===== src/rtl/epbf_pkg.sv =====
// Package for the endian packing byte FIFO: sizes, command and status codes,
// controller states and the control/status structs between controller and datapath.
// No dependencies.
package epbf_pkg;

    // Byte store depth; must be a power of two so that ring pointers wrap naturally.
    localparam int DEPTH   = 1024;
    localparam int PTR_W   = $clog2(DEPTH);
    localparam int CNT_W   = PTR_W + 1;
    localparam int OFF_W   = 10;
    localparam int WORD_W  = 64;
    localparam int FILL_W  = 11;
    localparam int SIZE_W  = 2;
    localparam int BYTE_W  = 8;
    localparam int LANE_W  = 3;
    // Wide enough for fill + 8 and for offset + 8 without overflow
    localparam int CHK_W   = ((CNT_W > OFF_W) ? CNT_W : OFF_W) + 1;

    typedef enum logic [1:0] {
        CMD_WRITE = 2'd0,
        CMD_READ  = 2'd1,
        CMD_PEEK  = 2'd2,
        CMD_CLEAR = 2'd3
    } t_cmd;

    typedef enum logic [1:0] {
        ST_OK         = 2'd0,
        ST_UNDERFLOW  = 2'd1,
        ST_OVERFLOW   = 2'd2,
        ST_PEEK_RANGE = 2'd3
    } t_status;

    typedef enum logic [2:0] {
        S_IDLE,
        S_WRITE,
        S_READ,
        S_DRAIN,
        S_DONE
    } t_state;

    // Controller to datapath
    typedef struct packed {
        logic accept;    // input transfer this cycle
        logic wr_byte;   // write one byte to the store
        logic rd_issue;  // issue one byte read address
        logic commit;    // update head/count for a write or read-pop
        logic load_out;  // load the output register
    } t_dp_ctl;

    // Datapath to controller
    typedef struct packed {
        t_cmd cmd_in;    // command of the offered input item
        logic err_in;    // offered item fails its range check
        logic last;      // current byte index is the last of the element
    } t_dp_stat;

    // Index of the last byte lane of an element of the given size code
    function automatic logic [LANE_W-1:0] f_last_lane(input logic [SIZE_W-1:0] size);
        logic [LANE_W:0] nbytes;
        begin
            nbytes = (LANE_W + 1)'(1) << size;
            return LANE_W'(nbytes - (LANE_W + 1)'(1));
        end
    endfunction

endpackage


===== src/rtl/epbf_ctrl.sv =====
// Controller state machine of the endian packing byte FIFO.
// Depends on epbf_pkg; drives the datapath through t_dp_ctl, watches t_dp_stat.
module epbf_ctrl (
    input  logic              i_clk,
    input  logic              i_rst_n,
    input  logic              i_in_valid,
    output logic              o_in_ready,
    input  epbf_pkg::t_dp_stat i_stat,
    output epbf_pkg::t_dp_ctl  o_ctl,
    output logic              o_out_valid,
    input  logic              i_out_ready
);
    import epbf_pkg::*;

    t_state r_state, n_state;
    logic   r_out_valid, n_out_valid;
    logic   w_out_free;

    assign w_out_free = !r_out_valid || i_out_ready;

    // State registers
    always_ff @(posedge i_clk) begin
        if (!i_rst_n) begin
            r_state     <= S_IDLE;
            r_out_valid <= 1'b0;
        end else begin
            r_state     <= n_state;
            r_out_valid <= n_out_valid;
        end
    end

    // Next state
    always_comb begin
        n_state = r_state;
        case (r_state)
            S_IDLE: begin
                if (i_in_valid) begin
                    if (i_stat.err_in || i_stat.cmd_in == CMD_CLEAR) begin
                        n_state = S_DONE;
                    end else if (i_stat.cmd_in == CMD_WRITE) begin
                        n_state = S_WRITE;
                    end else begin
                        n_state = S_READ;
                    end
                end
            end
            S_WRITE: begin
                if (i_stat.last) begin
                    n_state = S_DONE;
                end
            end
            S_READ: begin
                if (i_stat.last) begin
                    n_state = S_DRAIN;
                end
            end
            S_DRAIN: n_state = S_DONE;
            S_DONE: begin
                if (w_out_free) begin
                    n_state = S_IDLE;
                end
            end
            default: n_state = S_IDLE;
        endcase
    end

    // Outputs; no command transfer is taken while reset is held
    always_comb begin
        o_in_ready     = 1'b0;
        o_ctl          = '0;
        case (r_state)
            S_IDLE: begin
                o_in_ready   = i_rst_n;
                o_ctl.accept = i_in_valid && i_rst_n;
            end
            S_WRITE: begin
                o_ctl.wr_byte = 1'b1;
                o_ctl.commit  = i_stat.last;
            end
            S_READ:  o_ctl.rd_issue = 1'b1;
            S_DRAIN: o_ctl.commit   = 1'b1;
            S_DONE:  o_ctl.load_out = w_out_free;
            default: o_in_ready     = 1'b0;
        endcase
    end

    // Output valid: set on load, cleared by a response transfer
    always_comb begin
        n_out_valid = r_out_valid && !i_out_ready;
        if (o_ctl.load_out) begin
            n_out_valid = 1'b1;
        end
    end

    assign o_out_valid = r_out_valid;

`ifndef SYNTHESIS
    a_load_when_free: assert property (@(posedge i_clk) disable iff (!i_rst_n)
        o_ctl.load_out |-> (!r_out_valid || i_out_ready))
        else $error("output register loaded while holding an untaken result");
    a_valid_from_done: assert property (@(posedge i_clk) disable iff (!i_rst_n)
        $rose(r_out_valid) |-> $past(r_state == S_DONE))
        else $error("response raised outside the done state");
    a_no_mem_when_ready: assert property (@(posedge i_clk) disable iff (!i_rst_n)
        o_in_ready |-> (!o_ctl.wr_byte && !o_ctl.rd_issue && !o_ctl.commit))
        else $error("store access while taking new items");
`endif

endmodule


===== config.mk =====
export PLATFORM = sky130hd
export DESIGN_NAME = epbf_ctrl
export DESIGN_NICKNAME = d
export VERILOG_FILES = /design/src/rtl/epbf_pkg.sv /design/src/rtl/epbf_ctrl.sv
export SDC_FILE = /design/constraint.sdc
export NUM_CORES = 1
export LEC_CHECK = 0
export BUFFER_PORTS_ARGS = -buffer_cell sky130_fd_sc_hd__buf_4
export CORE_AREA = 2 2 39 41
export DETAILED_ROUTE_END_ITERATION = 10
export DIE_AREA = 0 0 41 43
export HOLD_SLACK_MARGIN = 0.02
export PLACE_DENSITY = 0.5
export SLEW_MARGIN = 30
export SYNTH_ARGS = -nofsm -noshare
export SYNTH_HDL_FRONTEND = slang
export SYNTH_SLANG_ARGS = --single-unit

===== constraint.sdc =====
create_clock -name i_clk -period 1.4 [get_ports i_clk]
set_input_delay 0.35 -clock i_clk [delete_from_list [all_inputs] [get_ports i_clk]]
set_output_delay 0.35 -clock i_clk [all_outputs]
set_load 0.05 [all_outputs]

---- Word level (Yosys, flattened, before mapping) ----
Cells that the tools add are included.
W data, S select, Z words.
storage, ports and cells
  flip-flop bits (word level) ............. 4
  latch bits .............................. 0
  RAM bits ................................ 0
  memory bits (read-only) ................. 0
  output and inout port bits .............. 7
  word-level logic and storage cells ...... 34
  memories kept ........................... 0
operators by class
  add/subtract/negate cells ............... 0
  $mul .................................... 0
  div/mod/pow operators ................... 0
  order comparisons ....................... 0
  equality and inequality tests ........... 9
  shift-type cells ........................ 0
  mux-type cells .......................... 14
  bitwise gates (word level) .............. 0
  reduce and logical (&&, ||, !) cells .... 9
operator list
  operator              number
  $mux W3               5
  $pmux W3 S5           1
  $ne A2 B2 Y1 const B  4
  $eq A3 B2 Y1 const B  2
  $mux W1               6
  $reduce_and A4 Y1     1
  $eq A3 B1 Y1 const B  1
  $eq A3 B3 Y1 const B  1
  $logic_not A3 Y1      1
  $eq A2 B2 Y1 const B  1
  $logic_and A1 B1 Y1   2
  $logic_not A1 Y1      2
  $logic_not A2 Y1      1
  $logic_or A1 B1 Y1    2
  $mux W2               1
  $pmux W1 S2           1

---- Longest topological paths before layout ----
  word-level depth ........................ 5
  mapped depth ............................ 5
  mapped depth without buffers ............ 4

---- Worst setup path before layout ----
No wires, ideal clock.
  kind .................................... register -> output
  start point ............................. register r_state[2]
  end point ............................... output port o_ctl[4] (netlist name)
  arrival ................................. 1.850 ns
  path slack .............................. -0.800 ns
  stages on the path, launching flop included .. 6
  cells stage by stage .................... dfxtp_1 buf_2 nor2_1 nand2_1 nor2_1 and2_1
RTL lines
  item                    RTL line         source
  start, declared         epbf_ctrl.sv:15  t_state r_state, n_state;
  start signal, assigned  epbf_ctrl.sv:27  r_state <= n_state;
  end, declared           epbf_ctrl.sv:9   output epbf_pkg::t_dp_ctl o_ctl,

==> metrics.md <==
| Metric | Value |
|---|---|
| Hold_buf cts | `0` |
| Die height | `43 um` |
| Worst Hold End | `o_out_valid` |
| Pin count of the biggest net entering global routing | `7` |
| Clock transition at path regs | `40 ps` |
| Clock power share | `16.8%` |
| Period utilisation layout | `109%` |
| Row count | `14` |
| Synth top area share | `27.6%` |
| Cell taking the most area after synthesis | `dfxtp_1` |
| Final Core Density | `44.8%` |
| Floorplan die width | `41 um` |
| Final Skew | `1.03 ps` |
| Wire per inst | `9.96 um` |
| Largest cells by area after synthesis | `dfxtp_1 (28%), mux2i_1 (10%), nor2_1 (9.1%)` |
| Core ar. | `1380 um^2` |
| Layout Nets | `74` |
| Slew Viols, Final | `0` |
| WP data required | `1050 ps` |
| Area grow syn2layout | `113%` |
| Most frequent cells in the layout | `buf_4 (18), nor2_4 (5), buf_8 (4)` |
| Net Sw Frac | `41.1%` |
| Critical-path top delay cell | `dfxtp_4` |
| First-pass GRT wire length | `1.23 mm` |
| Clock Tree Buf Depth | `2` |
| Post-Syn Instances | `38` |
| Int Pwr | `0.518 mW` |
| CTS H-tree depth | `1` |
| Hold crit path type | `input port to flop` |
| N_diodes | `0` |
| Most frequent CP cell | `nor2_4` |
| Detailed-router iteration count before antenna repair | `1` |
| Worst slew pin tran | `221 ps` |
| Die Area | `1760 um^2` |
| CTS tree | `done` |
| Multi-input gate area | `255 um^2` |
| Fillers | `145` |
| Max Cap Viol | `0` |
| Worst-skew pair later-pin latency | `240 ps` |
| Cell Chain, Critical Path | `nor2_4, nand2_2, nor2_4, and2_4, buf_8` |
| Initial antenna violation count | `0` |
| P_sw | `0.361 mW` |
| PwrDens | `1420 nW/um^2` |
| DP Cell Count | `72` |
| Peak supply drop | `0.388 mV` |
| Endpoint type of the worst setup path | `output port` |
| Final setup viols | `4` |
| Outcome | `complete, but fails checks` |
| Initial core utilization | `21.0%` |
| Failing checks | `negative setup slack` |
| Vias in the first global route | `312` |
| Crit Path Category | `flop to output port` |
| Finished Layout Cells | `80` |
| Sequential share of power | `19.8%` |
| CP max FO | `4` |
| Mapped Avg Cell Area | `7.64 um^2` |
| Placement Setup Slack | `-0.829 ps` |
| P_leak | `0.274 nW` |
| IO Count | `15` |
| Share of post-route cells with drive strength above 1 | `70.3%` |
| Total CTS buffers | `3` |
| Drt total wl | `797 um` |
| FF-to-FF Start | `r_state[0]` |
| Unrepaired setup endpoints after global routing | `yes` |
| Worst relative slew slack | `85.3%` |
| Global-route usage over all layers | `11.2%` |
| GRT overflow | `0` |
| Setup ws final | `-127 ps` |
| Fin crit period | `1530 ps` |
| Logic pwr share | `63.4%` |
| Number of DRC markers in iteration 0 | `0` |
| Hold Path Depth | `2` |
| Yosys Warn Count | `0` |
| Synth Net Count | `46` |
| Sequential element share of the synthesized area | `27.6%` |
| Root Buffer | `clkbuf_4` |
| FF+latch area | `92.6 um^2` |
| Sink Count | `4` |
| Post-synth cell types | `19` |
| Via density | `4.25` |
| Routed vias | `340` |
| WHS | `400 ps` |
| CP Launch Type | `flop` |
| Synth Cell Area | `290 um^2` |
| # DRC | `0` |
| Reg2reg setup slack | `100 ps` |
| Port buffer count | `14` |
| Max incr delay on CP | `350 ps` |
| Antenna-violating nets left | `0` |
| R2r endpoint | `r_state[2]` |
| Fin. Hold Viols | `0` |
| FF-to-FF path depth | `6` |
| FF+latch count, synth | `4` |
| Max Clk Rate | `655 MHz` |
| Most common cell after layout, fill and taps aside | `buf_4` |
| Final GP Congestion | `0.745` |
| Design Power | `0.879 mW` |
| Hold path start | `i_rst_n` |
| Arrival time at the worst endpoint | `1180 ps` |
how the worst max path moves through the flow:
| stage | startpoint | to | slack [ps] |
|---|---|---|---|
| global placement | r_state[0] | o_ctl[1] | 20 |
| floorplan | r_state[2] | o_ctl[4] | -120 |
| finish | r_state[2] | o_ctl[4] | -130 |
| detailed placement | r_state[0] | o_ctl[1] | -0.8 |
| CTS | r_state[2] | o_ctl[4] | -140 |
| global route | r_state[2] | o_ctl[4] | -180 |
cells in the mapped netlist (all sizes together):
cell    instances
a22o            1
nand2           4
nor3            3
dfxtp           4
and2            3
a21boi          1
mux2i           3
buf             2
o21ai           2
a21oi           2
nand2b          1
and3            1
xnor2           2
or2b            1
nor2b           1
nor2            7
stage by stage:
step / cell area (um^2) / TNS, ps
finish: 619 / -415
global route: 619 / -624
CTS: 606 / -470
detailed placement: 482 / -0.829
global placement: 482 / 0
floorplan: 334 / -124
what timing repair did:
action	in CTS	in global routing
pin swaps	5	0
gates resized for setup	20	3
setup buffers	5	0
setup endpoints to repair	6	7
critical path, delay by kind of cell, from the launching register on:
kind	cells	cell delay [ps]
flip-flops	1	350
AND/OR/NAND/NOR	4	450
buffers and inverters	1	130
power groups by stage:
stage               Sequential [mW]  Combinational [mW]  Clock (mW)
CTS                           0.174               0.546       0.160
detailed placement            0.171               0.432           0
global route                  0.178               0.597       0.158
global placement              0.171               0.432           0
floorplan                     0.172               0.307           0
finish                        0.174               0.558       0.148
state kept, by name, summed over array words and instances, names as in the netlist:
signal       cells
r_state          3
o_out_valid      1
cells by family after synthesis:
group                     Yosys count  share of synthesized area (%)
muxes                               3                           10.3
DFF                                 4                           27.6
and+or+nand+nor                    21                           36.6
AOI/OAI and AO/OA                   6                           13.8
xor gates and xnor gates            2                           6.04
buffers and inverters               2                           5.60
final cells by class:
type                            count  area share (%)
Clock buffer                        3            3.64
Multi-Input combinational cell     32            41.2
Sequential cell                     4            14.9
Timing Repair Buffer               25            37.0
Tap cell                           16            3.23
metal layers:
layer  vias up  share of wire (%)  GRT usage [%]
li1        181                  -              -
met1       136                 37           10.3
met2        18                 50           17.2
met3         5                8.4           3.66
met4         0                5.1           12.0
met5         -                  0              0
(Power assumes the default switching activity.)
